[src/uart_fifo_xon_xoff_flow_unit_assert.svh]
// Assertion macros shared by the serial buffer RTL.
// Uses i_clk and i_rst_n from the including module's scope; no other dependencies.
`ifndef UART_FIFO_XON_XOFF_FLOW_UNIT_ASSERT_SVH
`define UART_FIFO_XON_XOFF_FLOW_UNIT_ASSERT_SVH

// Property checked at every clock edge outside reset.
`define UFF_ASSERT(label, prop, msg) \
    label: assert property (@(posedge i_clk) disable iff (!i_rst_n) (prop)) else $error(msg);

// Same-cycle implication checked outside reset.
`define UFF_IMPLY(label, ante, cons, msg) \
    `UFF_ASSERT(label, (ante) |-> (cons), msg)

`endif

[src/uff_pkg.sv]
// Shared types and constants for the serial buffer with XON/XOFF flow control.
// No dependencies; every interface and module file imports this package.
package uff_pkg;

    localparam int RX_DEPTH = 64;
    localparam int TX_DEPTH = 512;
    localparam int RX_AW    = $clog2(RX_DEPTH);
    localparam int RX_CW    = $clog2(RX_DEPTH);
    localparam int TX_AW    = $clog2(TX_DEPTH);
    localparam int TX_CW    = $clog2(TX_DEPTH + 1);

    localparam int MODE_W   = 3;
    localparam int DATA_W   = 8;
    localparam int RX_LVL_W = 6;
    localparam int TX_LVL_W = 10;
    localparam int LVL_W    = 6;
    localparam int FLOW_W   = 2;

    localparam int QDEPTH   = 2;
    localparam int QAW      = $clog2(QDEPTH);
    localparam int QCW      = $clog2(QDEPTH + 1);

    localparam int CFG_AW   = 4;
    localparam int CFG_DW   = 32;

    localparam logic [DATA_W-1:0] XON_CHAR  = 8'h11;
    localparam logic [DATA_W-1:0] XOFF_CHAR = 8'h13;

    // Input mode codes.
    localparam logic [MODE_W-1:0] MODE_LINE_IN = 3'd0;
    localparam logic [MODE_W-1:0] MODE_READ    = 3'd1;
    localparam logic [MODE_W-1:0] MODE_WRITE   = 3'd2;
    localparam logic [MODE_W-1:0] MODE_TX_RDY  = 3'd3;
    localparam logic [MODE_W-1:0] MODE_CLR_RX  = 3'd4;
    localparam logic [MODE_W-1:0] MODE_CLR_TX  = 3'd5;
    localparam logic [MODE_W-1:0] MODE_PEEK    = 3'd6;
    localparam logic [MODE_W-1:0] MODE_STATUS  = 3'd7;

    // Flow control modes.
    localparam logic [FLOW_W-1:0] FLOW_NONE = 2'd0;
    localparam logic [FLOW_W-1:0] FLOW_SW   = 2'd1;
    localparam logic [FLOW_W-1:0] FLOW_HW   = 2'd2;

    // Register indexes on the configuration port.
    localparam logic [1:0] REG_FLOW_MODE  = 2'd0;
    localparam logic [1:0] REG_XOFF_LEVEL = 2'd1;
    localparam logic [1:0] REG_XON_LEVEL  = 2'd2;

    localparam logic [FLOW_W-1:0] FLOW_MODE_RST  = FLOW_NONE;
    localparam logic [LVL_W-1:0]  XOFF_LEVEL_RST = 6'd54;
    localparam logic [LVL_W-1:0]  XON_LEVEL_RST  = 6'd43;

    typedef enum logic [2:0] {
        EV_RX_IN,
        EV_READ,
        EV_WRITE,
        EV_TX_RDY,
        EV_CLR_RX,
        EV_CLR_TX,
        EV_PEEK,
        EV_STATUS
    } t_event;

    typedef enum logic [1:0] {
        STS_OK    = 2'd0,
        STS_EMPTY = 2'd1,
        STS_OVF   = 2'd2
    } t_status;

    typedef struct packed {
        t_event            ev;
        logic [DATA_W-1:0] data;
    } t_qitem;

    typedef struct packed {
        logic [FLOW_W-1:0] flow_mode;
        logic [LVL_W-1:0]  xoff_level;
        logic [LVL_W-1:0]  xon_level;
    } t_cfg;

endpackage

[src/uff_regs.sv]
// APB-style configuration registers: flow mode and the XOFF/XON levels.
// Depends on uff_pkg.
module uff_regs import uff_pkg::*; (
    input  logic              i_clk,
    input  logic              i_rst_n,
    input  logic              psel,
    input  logic              penable,
    input  logic              pwrite,
    input  logic [CFG_AW-1:0] paddr,
    input  logic [CFG_DW-1:0] pwdata,
    output logic [CFG_DW-1:0] prdata,
    output logic              pready,
    output t_cfg              o_cfg
);

    logic [FLOW_W-1:0] r_flow_mode;
    logic [LVL_W-1:0]  r_xoff_level;
    logic [LVL_W-1:0]  r_xon_level;
    logic [1:0]        w_index;
    logic              w_wr;

    assign pready  = 1'b1;
    assign w_index = paddr[CFG_AW-1:2];
    assign w_wr    = psel && penable && pwrite;

    always_ff @(posedge i_clk) begin
        if (!i_rst_n) begin
            r_flow_mode  <= FLOW_MODE_RST;
            r_xoff_level <= XOFF_LEVEL_RST;
            r_xon_level  <= XON_LEVEL_RST;
        end else if (w_wr) begin
            case (w_index)
                REG_FLOW_MODE:  r_flow_mode  <= pwdata[FLOW_W-1:0];
                REG_XOFF_LEVEL: r_xoff_level <= pwdata[LVL_W-1:0];
                REG_XON_LEVEL:  r_xon_level  <= pwdata[LVL_W-1:0];
                default: begin
                end
            endcase
        end
    end

    always_comb begin
        case (w_index)
            REG_FLOW_MODE:  prdata = CFG_DW'(r_flow_mode);
            REG_XOFF_LEVEL: prdata = CFG_DW'(r_xoff_level);
            REG_XON_LEVEL:  prdata = CFG_DW'(r_xon_level);
            default:        prdata = '0;
        endcase
    end

    assign o_cfg.flow_mode  = r_flow_mode;
    assign o_cfg.xoff_level = r_xoff_level;
    assign o_cfg.xon_level  = r_xon_level;

endmodule

[config.mk]
export PLATFORM = sky130hd
export DESIGN_NAME = uff_regs
export DESIGN_NICKNAME = d
export VERILOG_FILES = /design/src/uart_fifo_xon_xoff_flow_unit_assert.svh /design/src/uff_pkg.sv /design/src/uff_regs.sv
export SDC_FILE = /design/constraint.sdc
export NUM_CORES = 1
export LEC_CHECK = 0
export BUFFER_PORTS_ARGS = -buffer_cell sky130_fd_sc_hd__buf_2
export CORE_MARGIN = 2
export CORE_UTILIZATION = 38
export DETAILED_ROUTE_END_ITERATION = 16
export PLACE_DENSITY = 0.85
export SYNTH_ARGS = -nofsm -noshare
export SYNTH_HDL_FRONTEND = slang
export SYNTH_SLANG_ARGS = --single-unit
[constraint.sdc]
create_clock -name i_clk -period 2.8 [get_ports i_clk]
set_clock_uncertainty 0.1 [all_clocks]
set_input_delay 0.28 -clock i_clk [delete_from_list [all_inputs] [get_ports i_clk]]
set_output_delay 0.28 -clock i_clk [all_outputs]
set_load 0.005 [all_outputs]
==> flow_summary.ini <==
[synth]
ys_seq_area_frac = 0.3186
async_flop_share = 0
syn_area_um2 = 879.6
synth.distinct_cells = 22
synthTopCellsByArea = dfxtp_1 (32%), buf_4 (24%), mux2i_1 (9.1%)
yosys_warnings = 0
synth_top_cell_by_area = dfxtp_1
synth_seq_cells = 14
synth_edf_count = 0
netlist_top_cells_count = buf_4 (28), dfxtp_1 (14), nand2_1 (13)
syn_area_per_cell_um2 = 8.377
synth_most_common_cell = buf_4
syn_inst = 105
yosysTopAreaCellShare = 0.3186
ys.flop_type = dfxtp_1

[power]
swShare = 0.2602
total_power_mw = 0.4121
pwr-share-clk = 0.353
p_sw_mw = 0.1072
ir_drop_mv = 0.1795
leakagePower_nw = 0.5045
power_density_nw_per_um2 = 423.3
power.internal_mw = 0.3048
comb_power_share = 0.148
p_seq_frac = 0.499

[timing]
finalCriticalPeriod_ns = 1.749
period_share = 0.6248
drv_slew = 0
finalHoldViolCount = 0
max_freq_mhz = 571.6
setup_viol = 0
slew-limit-headroom = 0.5470
worstMarginPinSlew_ns = 0.6781
setup_tns_ns = 0
grt_setup_unrepaired = no

[clocking]
cts_num_sinks = 14
clock_path_buffers = 2
cts_tree = built
cts-root-buf = clkbuf_4
clk_latency_ns = 0.28
cts_htree_levels = 1
postCtsSetupBuffers = 0
clk_pin_slew_worst_paths_ns = 0.09
numCtsBuffers = 3
cts_resized = 0
cts_hold_buf = 0

[cells_and_area]
nFillCells = 230
area_growth_pct = 10.67
finalCoreUtilization = 0.4443
drive_gt1_frac = 0.2910
n_antenna_cell = 0
num-nets-final = 176

[critical_path]
worstPathRequired_ns = 2.42
path_max_fanout = 10
r2r_cells = 1
crit_type = in2out
crit_start = paddr[2]
cp-start-kind = primary input
r2r_setup_slack_ns = 1.98
worstReg2RegEnd = r_xoff_level[1]
endpoint_kind = output port
worstPathArrival_ns = 1.37
reg2reg_from = r_xoff_level[1]

[floorplan]
die_h_um = 52.11
dieArea_um2 = 2715
num_rows = 17
start_util = 0.4015
ios = 88
die_w_um = 52.11
core_um2 = 2191

[detailed_routing]
first_iter_violations = 13
viasPerCell = 4.679
wl_per_cell_um = 12.11
vias = 758
drcViolationCount = 0
first_pass_iters = 4
wirelength_mm = 1.962
final_antenna_net_count = 0

[hold_path]
holdPathEnd = r_xon_level[5]
worstHoldStart = pwdata[5]
worstHoldPathType = in2reg
holdPathStages = 3

[grt]
grt_pass1_wl_mm = 3.008
grt_max_degree = 17
grt_pass1_vias = 702
grt_usage = 0.1490
antenna_found_initial = 0
gr-total-overflow = 0

[outcome]
outcome = completed

[place]
port_buffers = 32
gp_congestion = 0.7014
dp.final_hpwl_mm = 1.494

[flow_run]
cap_violations = 0
-- layout make-up --
class,count,area (um2),share of cell area
multi-input cells,82,454.2,0.4666
flip-flops and latches,14,280.3,0.2879
repair buffers,32,160.2,0.1645
clock buffers,4,36.28,0.03728
well taps,28,35.03,0.03599
inverters,2,7.507,0.007712
-- power groups by stage --
stage	Combinational (mW)	Sequential (mW)	Clock (mW)
floorplan	0.0634	0.210	0
global placement	0.0571	0.210	0
detailed placement	0.0591	0.210	0
CTS	0.0597	0.205	0.147
global route	0.0690	0.206	0.156
finish	0.0609	0.206	0.146
-- layer usage --
layer,wire length [um],vias to the layer above,GRT usage,share of wire
li1,-,359,-,-
met1,733,353,0.1502,0.37
met2,1047,44,0.2848,0.53
met3,164,2,0.03161,0.084
met4,17,0,0.07018,0.0087
met5,0,-,0,0
-- worst max-delay path, stage by stage --
cell     delay [ns]
buf_2          0.14
nor2b_1        0.57
a22o_1         0.24
buf_2          0.13
-- placed cells by master, fill, tap and decap left out --
master / instances
clkbuf_8: 1
clkbuf_4: 3
and2b_2: 1
and3_1: 5
a22o_1: 4
o311ai_1: 1
conb_1: 27
o21ai_0: 6
nor3_1: 1
dfxtp_1: 14
inv_1: 2
nand3_1: 7
nand2_1: 13
nor2_1: 1
and2_2: 1
nor2b_1: 1
mux2i_1: 8
nand2_4: 1
nand2b_1: 1
a211o_1: 4
buf_2: 32
-- flip-flops by register name, indices dropped and copies added (netlist names) --
| register | flops |
|---|---|
| r_flow_mode | 2 |
| r_xoff_level | 6 |
| r_xon_level | 6 |
-- per-stage QoR --
| stage | hold WS (ns) | area, um2 | setup WS (ns) | std cells |
|---|---|---|---|---|
| finish | 0.1494 | 973.4 | 1.051 | 162 |
| global route | 0.1679 | 973.4 | 1.011 | 162 |
| CTS | 0.1511 | 973.4 | 1.099 | 162 |
| detailed placement | 0.3626 | 937.1 | 1.113 | 158 |
| global placement | 0.3576 | 937.1 | 1.106 | 158 |
| floorplan | 0.3221 | 973.4 | 1.567 | 130 |
-- cell families (layout without fill, tap and decap cells) --
family | count (synthesis) | after routing | share of synthesized area
and+or+nand+nor | 32 | 32 | 0.1863
DFF | 14 | 14 | 0.3186
other | 2 | 27 | 0.008538
buffers and inverters | 34 | 38 | 0.2717
muxes | 8 | 8 | 0.09104
AOI/OAI and AO/OA | 15 | 15 | 0.1238
-- worst max-delay path by stage --
stage,end,depth (start not counted)
finish,prdata[4],4
floorplan,r_xoff_level[1],4
CTS,prdata[4],4
global placement,prdata[5],4
global route,prdata[5],4
detailed placement,prdata[2],4
No activity file was read; power rests on OpenSTA's default activity.
