$ cat src/uart_fifo_xon_xoff_flow_unit_assert.svh
// Assertion macros shared by the serial buffer RTL.
// Uses i_clk and i_rst_n from the including module's scope; no other dependencies.
`ifndef UART_FIFO_XON_XOFF_FLOW_UNIT_ASSERT_SVH
`define UART_FIFO_XON_XOFF_FLOW_UNIT_ASSERT_SVH

// Property checked at every clock edge outside reset.
`define UFF_ASSERT(label, prop, msg) \
    label: assert property (@(posedge i_clk) disable iff (!i_rst_n) (prop)) else $error(msg);

// Same-cycle implication checked outside reset.
`define UFF_IMPLY(label, ante, cons, msg) \
    `UFF_ASSERT(label, (ante) |-> (cons), msg)

`endif

$ cat src/uff_pkg.sv
// Shared types and constants for the serial buffer with XON/XOFF flow control.
// No dependencies; every interface and module file imports this package.
package uff_pkg;

    localparam int RX_DEPTH = 64;
    localparam int TX_DEPTH = 512;
    localparam int RX_AW    = $clog2(RX_DEPTH);
    localparam int RX_CW    = $clog2(RX_DEPTH);
    localparam int TX_AW    = $clog2(TX_DEPTH);
    localparam int TX_CW    = $clog2(TX_DEPTH + 1);

    localparam int MODE_W   = 3;
    localparam int DATA_W   = 8;
    localparam int RX_LVL_W = 6;
    localparam int TX_LVL_W = 10;
    localparam int LVL_W    = 6;
    localparam int FLOW_W   = 2;

    localparam int QDEPTH   = 2;
    localparam int QAW      = $clog2(QDEPTH);
    localparam int QCW      = $clog2(QDEPTH + 1);

    localparam int CFG_AW   = 4;
    localparam int CFG_DW   = 32;

    localparam logic [DATA_W-1:0] XON_CHAR  = 8'h11;
    localparam logic [DATA_W-1:0] XOFF_CHAR = 8'h13;

    // Input mode codes.
    localparam logic [MODE_W-1:0] MODE_LINE_IN = 3'd0;
    localparam logic [MODE_W-1:0] MODE_READ    = 3'd1;
    localparam logic [MODE_W-1:0] MODE_WRITE   = 3'd2;
    localparam logic [MODE_W-1:0] MODE_TX_RDY  = 3'd3;
    localparam logic [MODE_W-1:0] MODE_CLR_RX  = 3'd4;
    localparam logic [MODE_W-1:0] MODE_CLR_TX  = 3'd5;
    localparam logic [MODE_W-1:0] MODE_PEEK    = 3'd6;
    localparam logic [MODE_W-1:0] MODE_STATUS  = 3'd7;

    // Flow control modes.
    localparam logic [FLOW_W-1:0] FLOW_NONE = 2'd0;
    localparam logic [FLOW_W-1:0] FLOW_SW   = 2'd1;
    localparam logic [FLOW_W-1:0] FLOW_HW   = 2'd2;

    // Register indexes on the configuration port.
    localparam logic [1:0] REG_FLOW_MODE  = 2'd0;
    localparam logic [1:0] REG_XOFF_LEVEL = 2'd1;
    localparam logic [1:0] REG_XON_LEVEL  = 2'd2;

    localparam logic [FLOW_W-1:0] FLOW_MODE_RST  = FLOW_NONE;
    localparam logic [LVL_W-1:0]  XOFF_LEVEL_RST = 6'd54;
    localparam logic [LVL_W-1:0]  XON_LEVEL_RST  = 6'd43;

    typedef enum logic [2:0] {
        EV_RX_IN,
        EV_READ,
        EV_WRITE,
        EV_TX_RDY,
        EV_CLR_RX,
        EV_CLR_TX,
        EV_PEEK,
        EV_STATUS
    } t_event;

    typedef enum logic [1:0] {
        STS_OK    = 2'd0,
        STS_EMPTY = 2'd1,
        STS_OVF   = 2'd2
    } t_status;

    typedef struct packed {
        t_event            ev;
        logic [DATA_W-1:0] data;
    } t_qitem;

    typedef struct packed {
        logic [FLOW_W-1:0] flow_mode;
        logic [LVL_W-1:0]  xoff_level;
        logic [LVL_W-1:0]  xon_level;
    } t_cfg;

endpackage

$ cat src/uff_ifs.sv
// Valid/ready channel interfaces for event words in and result words out.
// Depends on uff_pkg for field widths.
interface uff_item_if import uff_pkg::*; ();
    logic              valid;
    logic              ready;
    logic [MODE_W-1:0] mode;
    logic [DATA_W-1:0] data;

    modport source (output valid, mode, data, input ready);
    modport sink   (input valid, mode, data, output ready);
endinterface


$ cat src/uff_front.sv
// Front end: accepts event words, decodes the mode into an event and queues them.
// Depends on uff_pkg and uff_ifs.
module uff_front import uff_pkg::*; (
    input  logic        i_clk,
    input  logic        i_rst_n,
    uff_item_if.sink    i_item,
    output t_qitem      o_q_item,
    output logic        o_q_valid,
    input  logic        i_q_pop
);

    t_qitem           r_q_mem [QDEPTH];
    logic [QAW-1:0]   r_q_wptr;
    logic [QAW-1:0]   r_q_rptr;
    logic [QCW-1:0]   r_q_cnt;
    t_event           w_ev;
    logic             w_push;
    logic             w_pop;

    always_comb begin
        case (i_item.mode)
            MODE_LINE_IN: w_ev = EV_RX_IN;
            MODE_READ:    w_ev = EV_READ;
            MODE_WRITE:   w_ev = EV_WRITE;
            MODE_TX_RDY:  w_ev = EV_TX_RDY;
            MODE_CLR_RX:  w_ev = EV_CLR_RX;
            MODE_CLR_TX:  w_ev = EV_CLR_TX;
            MODE_PEEK:    w_ev = EV_PEEK;
            MODE_STATUS:  w_ev = EV_STATUS;
            default:      w_ev = EV_STATUS;
        endcase
    end

    assign i_item.ready = (r_q_cnt != QCW'(QDEPTH));
    assign w_push       = i_item.valid && i_item.ready;
    assign w_pop        = i_q_pop && o_q_valid;
    assign o_q_valid    = (r_q_cnt != '0);
    assign o_q_item     = r_q_mem[r_q_rptr];

    always_ff @(posedge i_clk) begin
        if (!i_rst_n) begin
            r_q_wptr <= '0;
            r_q_rptr <= '0;
            r_q_cnt  <= '0;
        end else begin
            if (w_push) begin
                r_q_mem[r_q_wptr].ev   <= w_ev;
                r_q_mem[r_q_wptr].data <= i_item.data;
                r_q_wptr <= (r_q_wptr == QAW'(QDEPTH - 1)) ? '0 : r_q_wptr + 1'b1;
            end
            if (w_pop) begin
                r_q_rptr <= (r_q_rptr == QAW'(QDEPTH - 1)) ? '0 : r_q_rptr + 1'b1;
            end
            case ({w_push, w_pop})
                2'b10:   r_q_cnt <= r_q_cnt + 1'b1;
                2'b01:   r_q_cnt <= r_q_cnt - 1'b1;
                default: r_q_cnt <= r_q_cnt;
            endcase
        end
    end

endmodule

$ cat src/flat_wrapper.sv
// flat-port wrapper written by rule: the top's interface ports become plain ports
module uff_front_flat import uff_pkg::*;
  (i_clk, i_rst_n, o_q_item, o_q_valid, i_q_pop, i_item_valid, i_item_mode, i_item_data, i_item_ready);
  uff_item_if i_item_i ();
  input  logic i_clk;
  input  logic i_rst_n;
  output t_qitem o_q_item;
  output logic o_q_valid;
  input  logic i_q_pop;
  input wire logic [$bits(i_item_i.valid)-1:0] i_item_valid;
  input wire logic [$bits(i_item_i.mode)-1:0] i_item_mode;
  input wire logic [$bits(i_item_i.data)-1:0] i_item_data;
  output wire logic [$bits(i_item_i.ready)-1:0] i_item_ready;
  assign i_item_i.valid = i_item_valid;
  assign i_item_i.mode = i_item_mode;
  assign i_item_i.data = i_item_data;
  assign i_item_ready = i_item_i.ready;
  uff_front u_core (.i_clk(i_clk), .i_rst_n(i_rst_n), .i_item(i_item_i), .o_q_item(o_q_item), .o_q_valid(o_q_valid), .i_q_pop(i_q_pop));
endmodule
$ cat config.mk
export PLATFORM = sky130hd
export DESIGN_NAME = uff_front_flat
export DESIGN_NICKNAME = d
export VERILOG_FILES = /design/src/uart_fifo_xon_xoff_flow_unit_assert.svh /design/src/uff_pkg.sv /design/src/uff_ifs.sv /design/src/uff_front.sv /design/src/flat_wrapper.sv
export SDC_FILE = /design/constraint.sdc
export NUM_CORES = 1
export LEC_CHECK = 0
export BUFFER_PORTS_ARGS = -buffer_cell sky130_fd_sc_hd__buf_2
export CAP_MARGIN = 20
export CORE_UTILIZATION = 53
export CTS_BUF_LIST = sky130_fd_sc_hd__clkbuf_4
export CTS_CLUSTER_SIZE = 25
export DETAILED_ROUTE_END_ITERATION = 10
export PLACE_DENSITY = 0.81
export SKIP_CTS_REPAIR_TIMING = 1
export SLEW_MARGIN = 20
export SYNTH_ARGS = -nofsm -noshare
export SYNTH_HDL_FRONTEND = slang
export SYNTH_SLANG_ARGS = --single-unit
$ cat constraint.sdc
create_clock -name i_clk -period 2.1 [get_ports i_clk]
set_input_delay 0.105 -clock i_clk [delete_from_list [all_inputs] [get_ports i_clk]]
set_output_delay 0.105 -clock i_clk [all_outputs]
set_load 0.02 [all_outputs]
==> run metrics <==
n_diodes=0; largest net degree at the start of global routing=17; clock-pin slew on the worst setup and hold paths=about 0.14 ns; Post-Route WL=1.545 mm; Final ANT Viol Nets=0; YS warnings=0; TritonCTS Sinks=27; Final Util=between 70% and 80%; FF-to-FF path depth=6; Period minus WS final=approximately 1.6 ns; cell taking the most area after synthesis=edfxtp_1; synthesized flop and latch total=27; fmax=between 600 and 700 MHz; initial antenna violation count=0; synth top area cells=edfxtp_1, mux2_2, dfxtp_1, xnor2_1, nor2b_1; total vias in the final route=approximately 620; later-pin clock latency in the skew report=0.32 ns; Net Switching=approximately 450 uW; Placement Cell Area=approximately 1200 sq um; # H-tree levels=1; Syn Inst Count=60; Clock Skew=between 0.008 and 0.009 ns; CTS tree=done; GRT Util Overall=14.11%; Clock Tree Buf Depth=2; RSZ-0062 raised after global routing=false; post-route cell area=roughly 1400 sq um; outcome=finished, final reports clean; initial DRC count=2; Core Area=1783 sq um; WHS Path Cells=2; layout overhead on the synthesized area=31.15%; worst slew pin tran=about 0.48 ns; FP Rows=15; root buffer cell=clkbuf_4; IO Pins=28; Die W=46.13 um; Max Cap Violations=0; Layout fillers=about 120; first-pass GRT wire length=1.973 mm; syn_area_per_cell=17.20 sq um; count of cell types in the netlist=17; chip height=46.13 um; CP max FO=11; crit path capture type=output port; Sw Ratio=between 30% and 40%; Pins Over Slew Limit=0; Final setup violation count=0; vias per cell=between 4 and 5; hold slack final=between 0.07 and 0.08 ns; type of origin of the critical path=flip-flop; vias in the first global route=between 400 and 500; Combinational Power Share=between 30% and 40%; Synth Flop Type=edfxtp_1; Syn Nets=76; Syn Std Cell Area=1032 sq um; post-synthesis sequential area ratio=73.70%; Synth top cells by count=edfxtp_1, mux2_2, dfxtp_1, nor2b_1, xnor2_1; VDD IR max=approximately 0.00068 V; setup TNS=0 ns; Port Buf Inserts=27; DRC Markers=0; die area=about 2100 sq um; Post-synth EDFFs=22; most common cell in the netlist=edfxtp_1; routability cong.=roughly 0.66; Critical Path AT=approximately 1.5 ns; Power Total=approximately 1.4 mW; Final Hold Viols=0; drt wl/cell=about 12 um; Final #Nets=120; power per cell area=about 1000 nW/um^2; Sequential Power Share=between 50% and 60%; clock share of power=15.5%; internal power=961.6 uW; Yosys top cell area share=roughly 64%; Worst Hold Class=primary input to flip-flop; Crit path required time=about 2.0 ns; HPWL after detailed placement=1.003 mm; TritonRoute pass-1 iters=3; Num CTS Buffers=3; relative slew slack=between 60% and 70%; asr flop ratio synth=0%; WS Path Type=flip-flop to output port; initial core utilization=between 50% and 60%; layout cells sized above 1=between 40 and 50%; Tcrit/Tclk final=76.24%; LEAKAGE=between 0.5 and 0.6 nW; Congestion Overflow GR=0
## per-stage QoR
step	cells	setup WS (ns)
floorplan	60	0.06216
global placement	113	0.6074
detailed placement	113	0.5448
CTS	117	0.4615
global route	128	0.3708
finish	128	0.4989
## area by class of cell
type | instances | area (sq um) | area share (%)
Clock inverter | 1 | 7.507 | 0.5545
Multi-Input combinational cell | 30 | 264.0 | 19.50
Inverter | 2 | 7.507 | 0.5545
Clock buffer | 3 | 22.52 | 1.664
Sequential cell | 27 | 760.7 | 56.19
Timing Repair Buffer | 40 | 260.3 | 19.22
Tap cell | 25 | 31.28 | 2.311
## layer usage
layer	track usage, %	vias to the layer above	wire length [um]
li1	-	310	-
met1	16.71	287	668
met2	21.41	17	808
met3	3.529	2	50
met4	11.76	0	18
met5	0	-	0
## flip-flops by register name, summed over array words and instances (netlist names), named ones only
name / cells
u_core.r_q_mem: 22
u_core.r_q_cnt: 2
u_core.r_q_rptr: 1
u_core.r_q_wptr: 1
## cell usage in the layout (no fill, tap or decap), drive strengths merged, types with 2 or more instances in the layout
| master | n |
|---|---|
| mux2 | 11 |
| inv | 2 |
| xnor2 | 3 |
| nor2b | 3 |
| edfxtp | 22 |
| dfxtp | 5 |
| buf | 29 |
| a21boi | 2 |
| or3 | 2 |
| clkbuf | 3 |
| dlygate4sd3 | 11 |
| o21ai | 2 |
## path summary, 6_finish.rpt
| path | startpoint | to | slack (ns) |
|---|---|---|---|
| setup / recovery | flip-flop | o_q_item[10] | 0.50 |
| hold / removal | i_rst_n | u_core.r_q_rptr$_SDFFE_PN0P_ | 0.07 |
| setup reg to reg | u_core.r_q_cnt[1]$_SDFFE_PN0P_ | u_core.r_q_cnt[1]$_SDFFE_PN0P_ | 0.52 |
| hold reg to reg | u_core.r_q_cnt[1]$_SDFFE_PN0P_ | u_core.r_q_cnt[1]$_SDFFE_PN0P_ | 0.52 |
## logic make-up (layout without fill, tap and decap cells)
kind of cell | count (synthesis) | after routing | share of synthesized area (%)
AO/OA/AOI/OAI | 5 | 5 | 3.151
AND/OR/NAND/NOR | 10 | 10 | 6.183
XOR/XNOR | 3 | 3 | 2.546
multiplexers | 11 | 11 | 12.00
adder cells (fa/ha/maj) | 1 | 1 | 1.212
flip-flops | 27 | 27 | 73.70
buffers and inverters | 3 | 46 | 1.212
## critical path, stage by stage (launching register included)
cell,delay (ns)
dfxtp_1,0.64
mux2_2,0.39
buf_2,0.16
## power by group through the flow
stage	combinational (mW)	clock (mW)	sequential (mW)
6_report	0.473	0.219	0.721
5_1_grt	0.515	0.244	0.735
4_1_cts	0.460	0.223	0.724
3_5_place_dp	0.457	0	0.735
3_3_place_gp	0.450	0	0.728
2_1_floorplan	0.361	0	0.696
No activity file was read; power rests on OpenSTA's default activity.
