$ cat src/uart_fifo_xon_xoff_flow_unit_assert.svh
// Assertion macros shared by the serial buffer RTL.
// Uses i_clk and i_rst_n from the including module's scope; no other dependencies.
`ifndef UART_FIFO_XON_XOFF_FLOW_UNIT_ASSERT_SVH
`define UART_FIFO_XON_XOFF_FLOW_UNIT_ASSERT_SVH

// Property checked at every clock edge outside reset.
`define UFF_ASSERT(label, prop, msg) \
    label: assert property (@(posedge i_clk) disable iff (!i_rst_n) (prop)) else $error(msg);

// Same-cycle implication checked outside reset.
`define UFF_IMPLY(label, ante, cons, msg) \
    `UFF_ASSERT(label, (ante) |-> (cons), msg)

`endif

$ cat src/uff_pkg.sv
// Shared types and constants for the serial buffer with XON/XOFF flow control.
// No dependencies; every interface and module file imports this package.
package uff_pkg;

    localparam int RX_DEPTH = 64;
    localparam int TX_DEPTH = 512;
    localparam int RX_AW    = $clog2(RX_DEPTH);
    localparam int RX_CW    = $clog2(RX_DEPTH);
    localparam int TX_AW    = $clog2(TX_DEPTH);
    localparam int TX_CW    = $clog2(TX_DEPTH + 1);

    localparam int MODE_W   = 3;
    localparam int DATA_W   = 8;
    localparam int RX_LVL_W = 6;
    localparam int TX_LVL_W = 10;
    localparam int LVL_W    = 6;
    localparam int FLOW_W   = 2;

    localparam int QDEPTH   = 2;
    localparam int QAW      = $clog2(QDEPTH);
    localparam int QCW      = $clog2(QDEPTH + 1);

    localparam int CFG_AW   = 4;
    localparam int CFG_DW   = 32;

    localparam logic [DATA_W-1:0] XON_CHAR  = 8'h11;
    localparam logic [DATA_W-1:0] XOFF_CHAR = 8'h13;

    // Input mode codes.
    localparam logic [MODE_W-1:0] MODE_LINE_IN = 3'd0;
    localparam logic [MODE_W-1:0] MODE_READ    = 3'd1;
    localparam logic [MODE_W-1:0] MODE_WRITE   = 3'd2;
    localparam logic [MODE_W-1:0] MODE_TX_RDY  = 3'd3;
    localparam logic [MODE_W-1:0] MODE_CLR_RX  = 3'd4;
    localparam logic [MODE_W-1:0] MODE_CLR_TX  = 3'd5;
    localparam logic [MODE_W-1:0] MODE_PEEK    = 3'd6;
    localparam logic [MODE_W-1:0] MODE_STATUS  = 3'd7;

    // Flow control modes.
    localparam logic [FLOW_W-1:0] FLOW_NONE = 2'd0;
    localparam logic [FLOW_W-1:0] FLOW_SW   = 2'd1;
    localparam logic [FLOW_W-1:0] FLOW_HW   = 2'd2;

    // Register indexes on the configuration port.
    localparam logic [1:0] REG_FLOW_MODE  = 2'd0;
    localparam logic [1:0] REG_XOFF_LEVEL = 2'd1;
    localparam logic [1:0] REG_XON_LEVEL  = 2'd2;

    localparam logic [FLOW_W-1:0] FLOW_MODE_RST  = FLOW_NONE;
    localparam logic [LVL_W-1:0]  XOFF_LEVEL_RST = 6'd54;
    localparam logic [LVL_W-1:0]  XON_LEVEL_RST  = 6'd43;

    typedef enum logic [2:0] {
        EV_RX_IN,
        EV_READ,
        EV_WRITE,
        EV_TX_RDY,
        EV_CLR_RX,
        EV_CLR_TX,
        EV_PEEK,
        EV_STATUS
    } t_event;

    typedef enum logic [1:0] {
        STS_OK    = 2'd0,
        STS_EMPTY = 2'd1,
        STS_OVF   = 2'd2
    } t_status;

    typedef struct packed {
        t_event            ev;
        logic [DATA_W-1:0] data;
    } t_qitem;

    typedef struct packed {
        logic [FLOW_W-1:0] flow_mode;
        logic [LVL_W-1:0]  xoff_level;
        logic [LVL_W-1:0]  xon_level;
    } t_cfg;

endpackage

$ cat src/uff_ifs.sv


interface uff_result_if import uff_pkg::*; ();
    logic                valid;
    logic                ready;
    logic                line_valid;
    logic [DATA_W-1:0]   line_byte;
    logic [DATA_W-1:0]   read_data;
    logic [1:0]          status;
    logic [RX_LVL_W-1:0] rx_level;
    logic [TX_LVL_W-1:0] tx_level;
    logic                xoff_active;

    modport source (output valid, line_valid, line_byte, read_data, status, rx_level,
                    tx_level, xoff_active, input ready);
    modport sink   (input valid, line_valid, line_byte, read_data, status, rx_level,
                    tx_level, xoff_active, output ready);
endinterface

$ cat src/uff_back.sv
// Back end: owns both rings and the flow flags, executes one queued event at a time
// and holds the result word in an output register. Depends on uff_pkg and uff_ifs.
module uff_back import uff_pkg::*; (
    input  logic        i_clk,
    input  logic        i_rst_n,
    input  t_cfg        i_cfg,
    input  t_qitem      i_q_item,
    input  logic        i_q_valid,
    output logic        o_q_pop,
    uff_result_if.source o_res
);

    `include "uart_fifo_xon_xoff_flow_unit_assert.svh"

    typedef enum logic {
        ST_FETCH,
        ST_EXEC
    } t_state;

    t_state              r_state, n_state;
    t_event              r_ev;
    logic [DATA_W-1:0]   r_data;

    logic [RX_AW-1:0]    r_rx_rptr, n_rx_rptr;
    logic [RX_AW-1:0]    r_rx_wptr, n_rx_wptr;
    logic [RX_CW-1:0]    r_rx_cnt, n_rx_cnt;
    logic [TX_AW-1:0]    r_tx_rptr, n_tx_rptr;
    logic [TX_AW-1:0]    r_tx_wptr, n_tx_wptr;
    logic [TX_CW-1:0]    r_tx_cnt, n_tx_cnt;
    logic                r_xoff_wanted, n_xoff_wanted;
    logic                r_xoff_done, n_xoff_done;
    logic                r_lost, n_lost;
    logic                r_xon_pending, n_xon_pending;

    logic                r_out_valid, n_out_valid;
    logic                r_line_valid, n_line_valid;
    logic [DATA_W-1:0]   r_line_byte, n_line_byte;
    logic [DATA_W-1:0]   r_read_data, n_read_data;
    t_status             r_status, n_status;
    logic [RX_LVL_W-1:0] r_rx_level, n_rx_level;
    logic [TX_LVL_W-1:0] r_tx_level, n_tx_level;
    logic                r_xoff_active, n_xoff_active;

    logic [DATA_W-1:0]   rx_mem [RX_DEPTH];
    logic [DATA_W-1:0]   tx_mem [TX_DEPTH];
    logic [DATA_W-1:0]   r_rx_q;
    logic [DATA_W-1:0]   r_tx_q;

    logic                w_fire;
    logic                w_rx_we;
    logic                w_tx_we;
    logic [RX_CW:0]      w_rx_inc;

    assign o_q_pop  = (r_state == ST_FETCH) && i_q_valid;
    assign w_fire   = (r_state == ST_EXEC) && (!r_out_valid || o_res.ready);
    assign w_rx_inc = {1'b0, r_rx_cnt} + 1'b1;

    // Ring heads are read while the event is fetched, so the update step sees them
    // after any write made by the previous event.
    always_ff @(posedge i_clk) begin
        if (r_state == ST_FETCH) begin
            r_rx_q <= rx_mem[r_rx_rptr];
            r_tx_q <= tx_mem[r_tx_rptr];
        end
    end

    always_ff @(posedge i_clk) begin
        if (w_rx_we) begin
            rx_mem[r_rx_wptr] <= r_data;
        end
    end

    always_ff @(posedge i_clk) begin
        if (w_tx_we) begin
            tx_mem[r_tx_wptr] <= r_data;
        end
    end

    always_comb begin
        n_state       = r_state;
        n_rx_rptr     = r_rx_rptr;
        n_rx_wptr     = r_rx_wptr;
        n_rx_cnt      = r_rx_cnt;
        n_tx_rptr     = r_tx_rptr;
        n_tx_wptr     = r_tx_wptr;
        n_tx_cnt      = r_tx_cnt;
        n_xoff_wanted = r_xoff_wanted;
        n_xoff_done   = r_xoff_done;
        n_lost        = r_lost;
        n_xon_pending = r_xon_pending;
        n_line_valid  = r_line_valid;
        n_line_byte   = r_line_byte;
        n_read_data   = r_read_data;
        n_status      = r_status;
        n_rx_level    = r_rx_level;
        n_tx_level    = r_tx_level;
        n_xoff_active = r_xoff_active;
        n_out_valid   = r_out_valid && !o_res.ready;
        w_rx_we       = 1'b0;
        w_tx_we       = 1'b0;

        if (o_q_pop) begin
            n_state = ST_EXEC;
        end

        if (w_fire) begin
            n_state      = ST_FETCH;
            n_out_valid  = 1'b1;
            n_line_valid = 1'b0;
            n_line_byte  = '0;
            n_read_data  = '0;
            n_status     = STS_OK;

            case (r_ev)
                EV_RX_IN: begin
                    // A dropped byte still counts toward the XOFF request.
                    if (32'(w_rx_inc) > 32'(i_cfg.xoff_level)) begin
                        n_xoff_wanted = 1'b1;
                    end
                    if (32'(w_rx_inc) >= RX_DEPTH) begin
                        n_lost = 1'b1;
                    end else begin
                        w_rx_we   = 1'b1;
                        n_rx_wptr = (r_rx_wptr == RX_AW'(RX_DEPTH - 1)) ? '0
                                                                       : r_rx_wptr + 1'b1;
                        n_rx_cnt  = w_rx_inc[RX_CW-1:0];
                    end
                end
                EV_READ: begin
                    if (r_rx_cnt == '0) begin
                        n_status = STS_EMPTY;
                    end else begin
                        n_read_data = r_rx_q;
                        n_rx_rptr   = (r_rx_rptr == RX_AW'(RX_DEPTH - 1)) ? '0
                                                                         : r_rx_rptr + 1'b1;
                        n_rx_cnt    = r_rx_cnt - 1'b1;
                        if (i_cfg.flow_mode != FLOW_NONE && r_xoff_done &&
                            32'(n_rx_cnt) < 32'(i_cfg.xon_level)) begin
                            n_xoff_done   = 1'b0;
                            n_xoff_wanted = 1'b0;
                            if (i_cfg.flow_mode == FLOW_SW) begin
                                n_xon_pending = 1'b1;
                            end
                        end
                    end
                end
                EV_WRITE: begin
                    if (32'(r_tx_cnt) < TX_DEPTH) begin
                        w_tx_we   = 1'b1;
                        n_tx_wptr = (r_tx_wptr == TX_AW'(TX_DEPTH - 1)) ? '0
                                                                       : r_tx_wptr + 1'b1;
                        n_tx_cnt  = r_tx_cnt + 1'b1;
                    end else begin
                        n_status = STS_OVF;
                    end
                end
                EV_TX_RDY: begin
                    // A pending XON goes first, then an unserved XOFF, then ring data.
                    if (r_xon_pending) begin
                        n_xon_pending = 1'b0;
                        n_line_valid  = 1'b1;
                        n_line_byte   = XON_CHAR;
                    end
                    if (r_xoff_wanted && !r_xoff_done) begin
                        if (i_cfg.flow_mode == FLOW_SW) begin
                            if (!n_line_valid) begin
                                n_xoff_done  = 1'b1;
                                n_line_valid = 1'b1;
                                n_line_byte  = XOFF_CHAR;
                            end
                        end else begin
                            n_xoff_done = 1'b1;
                        end
                    end
                    if (!n_line_valid && r_tx_cnt != '0) begin
                        n_line_valid = 1'b1;
                        n_line_byte  = r_tx_q;
                        n_tx_rptr    = (r_tx_rptr == TX_AW'(TX_DEPTH - 1)) ? '0
                                                                          : r_tx_rptr + 1'b1;
                        n_tx_cnt     = r_tx_cnt - 1'b1;
                    end
                end
                EV_CLR_RX: begin
                    n_rx_cnt  = '0;
                    n_rx_rptr = '0;
                    n_rx_wptr = '0;
                end
                EV_CLR_TX: begin
                    n_tx_cnt  = '0;
                    n_tx_rptr = '0;
                    n_tx_wptr = '0;
                end
                EV_PEEK: begin
                    if (r_rx_cnt == '0) begin
                        n_status = STS_EMPTY;
                    end else begin
                        n_read_data = r_rx_q;
                    end
                end
                EV_STATUS: begin
                    if (r_lost) begin
                        n_lost   = 1'b0;
                        n_status = STS_OVF;
                    end
                end
                default: begin
                end
            endcase

            n_rx_level    = RX_LVL_W'(n_rx_cnt);
            n_tx_level    = TX_LVL_W'(n_tx_cnt);
            n_xoff_active = n_xoff_done && (i_cfg.flow_mode != FLOW_NONE);
        end
    end

    always_ff @(posedge i_clk) begin
        if (!i_rst_n) begin
            r_state       <= ST_FETCH;
            r_rx_rptr     <= '0;
            r_rx_wptr     <= '0;
            r_rx_cnt      <= '0;
            r_tx_rptr     <= '0;
            r_tx_wptr     <= '0;
            r_tx_cnt      <= '0;
            r_xoff_wanted <= 1'b0;
            r_xoff_done   <= 1'b0;
            r_lost        <= 1'b0;
            r_xon_pending <= 1'b0;
            r_out_valid   <= 1'b0;
        end else begin
            r_state       <= n_state;
            r_rx_rptr     <= n_rx_rptr;
            r_rx_wptr     <= n_rx_wptr;
            r_rx_cnt      <= n_rx_cnt;
            r_tx_rptr     <= n_tx_rptr;
            r_tx_wptr     <= n_tx_wptr;
            r_tx_cnt      <= n_tx_cnt;
            r_xoff_wanted <= n_xoff_wanted;
            r_xoff_done   <= n_xoff_done;
            r_lost        <= n_lost;
            r_xon_pending <= n_xon_pending;
            r_out_valid   <= n_out_valid;
            r_line_valid  <= n_line_valid;
            r_line_byte   <= n_line_byte;
            r_read_data   <= n_read_data;
            r_status      <= n_status;
            r_rx_level    <= n_rx_level;
            r_tx_level    <= n_tx_level;
            r_xoff_active <= n_xoff_active;
            if (o_q_pop) begin
                r_ev   <= i_q_item.ev;
                r_data <= i_q_item.data;
            end
        end
    end

    assign o_res.valid       = r_out_valid;
    assign o_res.line_valid  = r_line_valid;
    assign o_res.line_byte   = r_line_byte;
    assign o_res.read_data   = r_read_data;
    assign o_res.status      = r_status;
    assign o_res.rx_level    = r_rx_level;
    assign o_res.tx_level    = r_tx_level;
    assign o_res.xoff_active = r_xoff_active;

    `UFF_ASSERT(a_rx_cnt_max, 32'(r_rx_cnt) < RX_DEPTH, "receive count beyond ring capacity")
    `UFF_ASSERT(a_tx_cnt_max, 32'(r_tx_cnt) <= TX_DEPTH, "transmit count beyond ring capacity")
    `UFF_IMPLY(a_xon_sw_only, $rose(r_xon_pending), i_cfg.flow_mode == FLOW_SW, "stray XON")
    `UFF_IMPLY(a_res_from_exec, $rose(r_out_valid), $past(r_state) == ST_EXEC, "stray result")

endmodule

$ cat src/flat_wrapper.sv
// flat-port wrapper written by rule: the top's interface ports become plain ports
module uff_back_flat import uff_pkg::*;
  (i_clk, i_rst_n, i_cfg, i_q_item, i_q_valid, o_q_pop, o_res_valid, o_res_line_valid, o_res_line_byte, o_res_read_data, o_res_status, o_res_rx_level, o_res_tx_level, o_res_xoff_active, o_res_ready);
  uff_result_if o_res_i ();
  input  logic i_clk;
  input  logic i_rst_n;
  input  t_cfg i_cfg;
  input  t_qitem i_q_item;
  input  logic i_q_valid;
  output logic o_q_pop;
  output wire logic [$bits(o_res_i.valid)-1:0] o_res_valid;
  output wire logic [$bits(o_res_i.line_valid)-1:0] o_res_line_valid;
  output wire logic [$bits(o_res_i.line_byte)-1:0] o_res_line_byte;
  output wire logic [$bits(o_res_i.read_data)-1:0] o_res_read_data;
  output wire logic [$bits(o_res_i.status)-1:0] o_res_status;
  output wire logic [$bits(o_res_i.rx_level)-1:0] o_res_rx_level;
  output wire logic [$bits(o_res_i.tx_level)-1:0] o_res_tx_level;
  output wire logic [$bits(o_res_i.xoff_active)-1:0] o_res_xoff_active;
  input wire logic [$bits(o_res_i.ready)-1:0] o_res_ready;
  assign o_res_valid = o_res_i.valid;
  assign o_res_line_valid = o_res_i.line_valid;
  assign o_res_line_byte = o_res_i.line_byte;
  assign o_res_read_data = o_res_i.read_data;
  assign o_res_status = o_res_i.status;
  assign o_res_rx_level = o_res_i.rx_level;
  assign o_res_tx_level = o_res_i.tx_level;
  assign o_res_xoff_active = o_res_i.xoff_active;
  assign o_res_i.ready = o_res_ready;
  uff_back u_core (.i_clk(i_clk), .i_rst_n(i_rst_n), .i_cfg(i_cfg), .i_q_item(i_q_item), .i_q_valid(i_q_valid), .o_q_pop(o_q_pop), .o_res(o_res_i));
endmodule
$ cat config.mk
export PLATFORM = sky130hd
export DESIGN_NAME = uff_back_flat
export DESIGN_NICKNAME = d
export VERILOG_FILES = /design/src/uff_pkg.sv /design/src/uff_ifs.sv /design/src/uff_back.sv /design/src/flat_wrapper.sv
export VERILOG_INCLUDE_DIRS = /design/src /design/src/src
export SDC_FILE = /design/constraint.sdc
export NUM_CORES = 2
export LEC_CHECK = 0
export BUFFER_PORTS_ARGS = -buffer_cell sky130_fd_sc_hd__buf_2
export CORE_UTILIZATION = 45
export CTS_CLUSTER_SIZE = 16
export DETAILED_ROUTE_END_ITERATION = 8
export GPL_ROUTABILITY_DRIVEN = 0
export PLACE_DENSITY_LB_ADDON = 0.08
export REMOVE_ABC_BUFFERS = 1
export SETUP_SLACK_MARGIN = 0.3
export SLEW_MARGIN = 20
export SYNTH_ARGS = -nofsm -noshare
export SYNTH_HDL_FRONTEND = slang
export SYNTH_MEMORY_MAX_BITS = 65536
export SYNTH_SLANG_ARGS = --single-unit
$ cat constraint.sdc
create_clock -name i_clk -period 9.33 [get_ports i_clk]
set_input_delay 0.4665 -clock i_clk [delete_from_list [all_inputs] [get_ports i_clk]]
set_output_delay 0.4665 -clock i_clk [all_outputs]
set_load 0.005 [all_outputs]
==> impl_metrics.py <==
metrics = {
    "outcome": {
        "status": "finished, final reports clean",
    },
    "setup_path": {
        "reg2regPathDepth": 10,
        "crit_required_ns": 10.10,
        "start_kind": "flip-flop",
        "rr_startpoint": "u_core.r_tx_rptr[1]$_SDFFE_PN0P_",
        "cp-end-kind": "flip-flop",
        "cp-startpoint": "u_core.r_tx_rptr[1]$_SDFFE_PN0P_",
        "critPathMaxFanout": 84,
        "r2r_setup_slack_ns": 4.12,
        "crit_type": "flip-flop to flip-flop",
        "worstPathArrival_ns": 5.98,
        "cp-endpoint": "u_core.r_tx_q[4]$_DFFE_PN_",
        "rr_endpoint": "u_core.r_tx_q[4]$_DFFE_PN_",
    },
    "timing": {
        "setup_slack_ns": 4.12,
        "timing.hold.ws_ns": 0.145,
        "maxSlewViolCount": 0,
        "setup_viol": 0,
        "rsz0062_at_grt": "false",
        "hold_violations": 0,
        "max-slew-margin-rel_pct": 15.5,
        "max_freq_mhz": 192,
        "skew_ns": 0.0470,
        "tns_ns": 0,
        "finalWorstPathRequiredPeriod_ns": 5.21,
        "finalCritPeriodShare_pct": 55.8,
        "worst_pin_slew_ns": 1.27,
    },
    "detailed_routing": {
        "wl_per_cell_um": 35.1,
        "ant_nets": 0,
        "drc": 0,
        "drt_iter0_drc": 11200,
        "via_count": 91700,
        "dr.pass1.iters": 6,
        "vias_per_cell": 6.17,
        "drt-total-wl_um": 522000,
    },
    "die": {
        "core-area_mm2": 0.408,
        "die_w_um": 643,
        "dieArea_mm2": 0.413,
        "pin_count": 67,
        "initial_core_util_pct": 45.3,
        "die_h_um": 643,
        "num_rows": 234,
    },
    "placed_design": {
        "port_buffers": 66,
        "place_hpwl_um": 314000,
        "dpl_cell_area_mm2": 0.191,
        "post-place-ws_ns": 4.07,
        "placed_cells": 13900,
    },
    "global_route": {
        "grt_pass1_vias": 91900,
        "grt_overflow": 0,
        "grt_max_degree": 213,
        "grt_pass1_wl_um": 730000,
        "grt_usage_pct": 25.0,
        "antenna_found_initial": 35,
    },
    "yosys": {
        "syn_avg_cell_area_um2": 21.1,
        "ys_seq_area_share_pct": 76.5,
        "yosys_warnings": 0,
        "synth-seq-cells": 4723,
        "syn-cell-area_mm2": 0.185,
        "netlist_instances": 8775,
        "synth_edf_count": 4671,
        "synth_cell_types": 77,
        "ys_async_sr_fraction_pct": 0,
        "synth_top_flop_cell": "edfxtp_1",
    },
    "clock_tree": {
        "clock_latency_ns": 1.03,
        "cts_sinks": 4723,
        "cts_made_buffers": 485,
        "cts-root-buf": "clkbuf_16",
        "cts_tree": "built",
        "clk_path_buf_depth": 4,
        "path_clk_slew_ns": 0.06,
        "h-tree-depth": 5,
        "cts.repair.resized": 0,
    },
    "finish": {
        "instances_no_fill": 14900,
        "fin_nets": 9055,
        "drive_gt1_share_pct": 24.5,
        "final_util_pct": 50.9,
        "synthToLayoutAreaGrowth_pct": 12.3,
        "final_area_mm2": 0.208,
    },
    "hold_path": {
        "hold_path.class": "primary input to flip-flop",
        "hold_start": "i_cfg[5]",
    },
    "flow_run": {
        "max_cap_viol_count": 0,
    },
    "pwr": {
        "finalPower_mw": 43.9,
        "p_per_area_mw_per_mm2": 212,
        "peakVddDrop_uv": 198,
        "leakage_nw": 61.9,
    },
}
## worst max-delay path, cell delays in order (launching register included)
cell and delay (ns):
dfxtp_4 0.70, buf_12 0.40, buf_12 0.44, mux2i_1 0.95, a22oi_1 0.23, nand2_1 0.15
nor3_1 0.09, or4_1 0.54, a211oi_2 0.66, o211ai_1 0.27, and3_1 0.26
## cells in the mapped netlist, types with 28 or more instances
master	count	area, um2
edfxtp_1	4671	140000
mux4_2	1206	27200
nor2_1	706	2650
nand2_1	267	1000
clkbuf_1	249	935
mux2i_1	237	2370
buf_2	120	601
a21oi_1	118	591
o21ai_0	104	521
a22oi_1	81	608
nand3_1	79	395
o22ai_1	65	407
nor2b_1	60	375
a211oi_1	59	443
buf_4	58	435
nor3_1	56	280
buf_6	55	619
dfxtp_1	52	1040
buf_1	42	158
a31oi_1	33	206
o221ai_1	33	289
mux2_2	32	360
and3_1	31	194
inv_1	30	113
and2_1	28	175
## power breakdown
group,internal (mW),switching (mW)
clock network,11.5,8.34
registers,23.2,0.0283
logic,0.276,0.577
## routing by layer
metal	up-vias	part of all wire [%]	global-route usage (%)
met2	3951	46	38.1
met5	-	0.012	0
met3	643	8.8	5.66
met1	50000	43	37.1
met4	10	2.3	5.41
li1	37000	-	-
## cell usage in the layout, fill, tap and decap left out, drive strengths merged, types with 22 or more instances in the layout
master    Yosys  routed
buf         287     255
o221ai       33      33
a31oi        33      33
dfxtp        52      52
o21ai       112     112
mux2i       237     237
inv          32      47
mux2         34      34
clkinvlp      0      22
o22ai        65      65
edfxtp     4671    4671
a211oi       59      59
bufinv        0      67
mux4       1206    1206
ha           25      25
and2         29      29
nand3        79      79
a21oi       118     118
nor3         56      56
and3         31      31
nand2       267     267
clkinv        2     248
nor2        706     706
a22oi        81      81
nor2b        60      60
clkbuf      249     562
## layout make-up
class	count	area [um2]
tap	5428	6790
clock inverter	350	3630
timing repair buffer	275	2390
sequential	4723	141000
multi-input combinational	3482	40700
clock buffer	562	12500
inverter	34	146
fill	32400	200000
antenna	8	20.0
## logic make-up after synthesis
kind of cell | Yosys count | share of synthesized area [%]
buffers and inverters | 570 | 1.67
adders and majority gates | 25 | 0.169
and+or+nand+nor | 1320 | 3.10
AOI/OAI and AO/OA | 644 | 2.34
xor gates and xnor gates | 16 | 0.0758
DFF | 4723 | 76.5
muxes | 1477 | 16.2
## how the worst min path moves through the flow
stage                                   endpoint  cells past startpoint
6_report       u_core.r_xoff_wanted$_SDFFE_PN0P_                      7
5_1_grt               u_core.r_data[5]$_DFFE_PP_                      2
4_1_cts        u_core.r_xoff_wanted$_SDFFE_PN0P_                      7
3_5_place_dp   u_core.r_xoff_wanted$_SDFFE_PN0P_                      2
3_3_place_gp    u_core.r_tx_wptr[8]$_SDFFE_PN0P_                      2
2_1_floorplan  u_core.r_xoff_wanted$_SDFFE_PN0P_                      2
## state kept, by name, indices dropped and copies added (netlist names), 2 cells and up
name and count:
u_core.o_res.tx_level 10, u_core.r_rx_cnt 6, u_core.r_rx_wptr 6, u_core.tx_mem 4096, u_core.r_tx_rptr 9, u_core.r_tx_cnt 10
u_core.r_data 8, u_core.r_tx_q 8, u_core.r_rx_q 8, u_core.rx_mem 512, u_core.o_res.read_data 8, u_core.r_tx_wptr 9
u_core.o_res.status 2, u_core.r_rx_rptr 6, u_core.o_res.line_byte 8, u_core.o_res.rx_level 6, u_core.r_ev 3
## what timing repair did
| action | CTS | global route |
|---|---|---|
| hold buffers | 20 | 0 |
| endpoints found under the setup margin | 0 | 0 |
| hold endpoints to repair | 24 | 0 |
| setup buffers | 0 | 0 |
No activity file was read; power rests on OpenSTA's default activity.
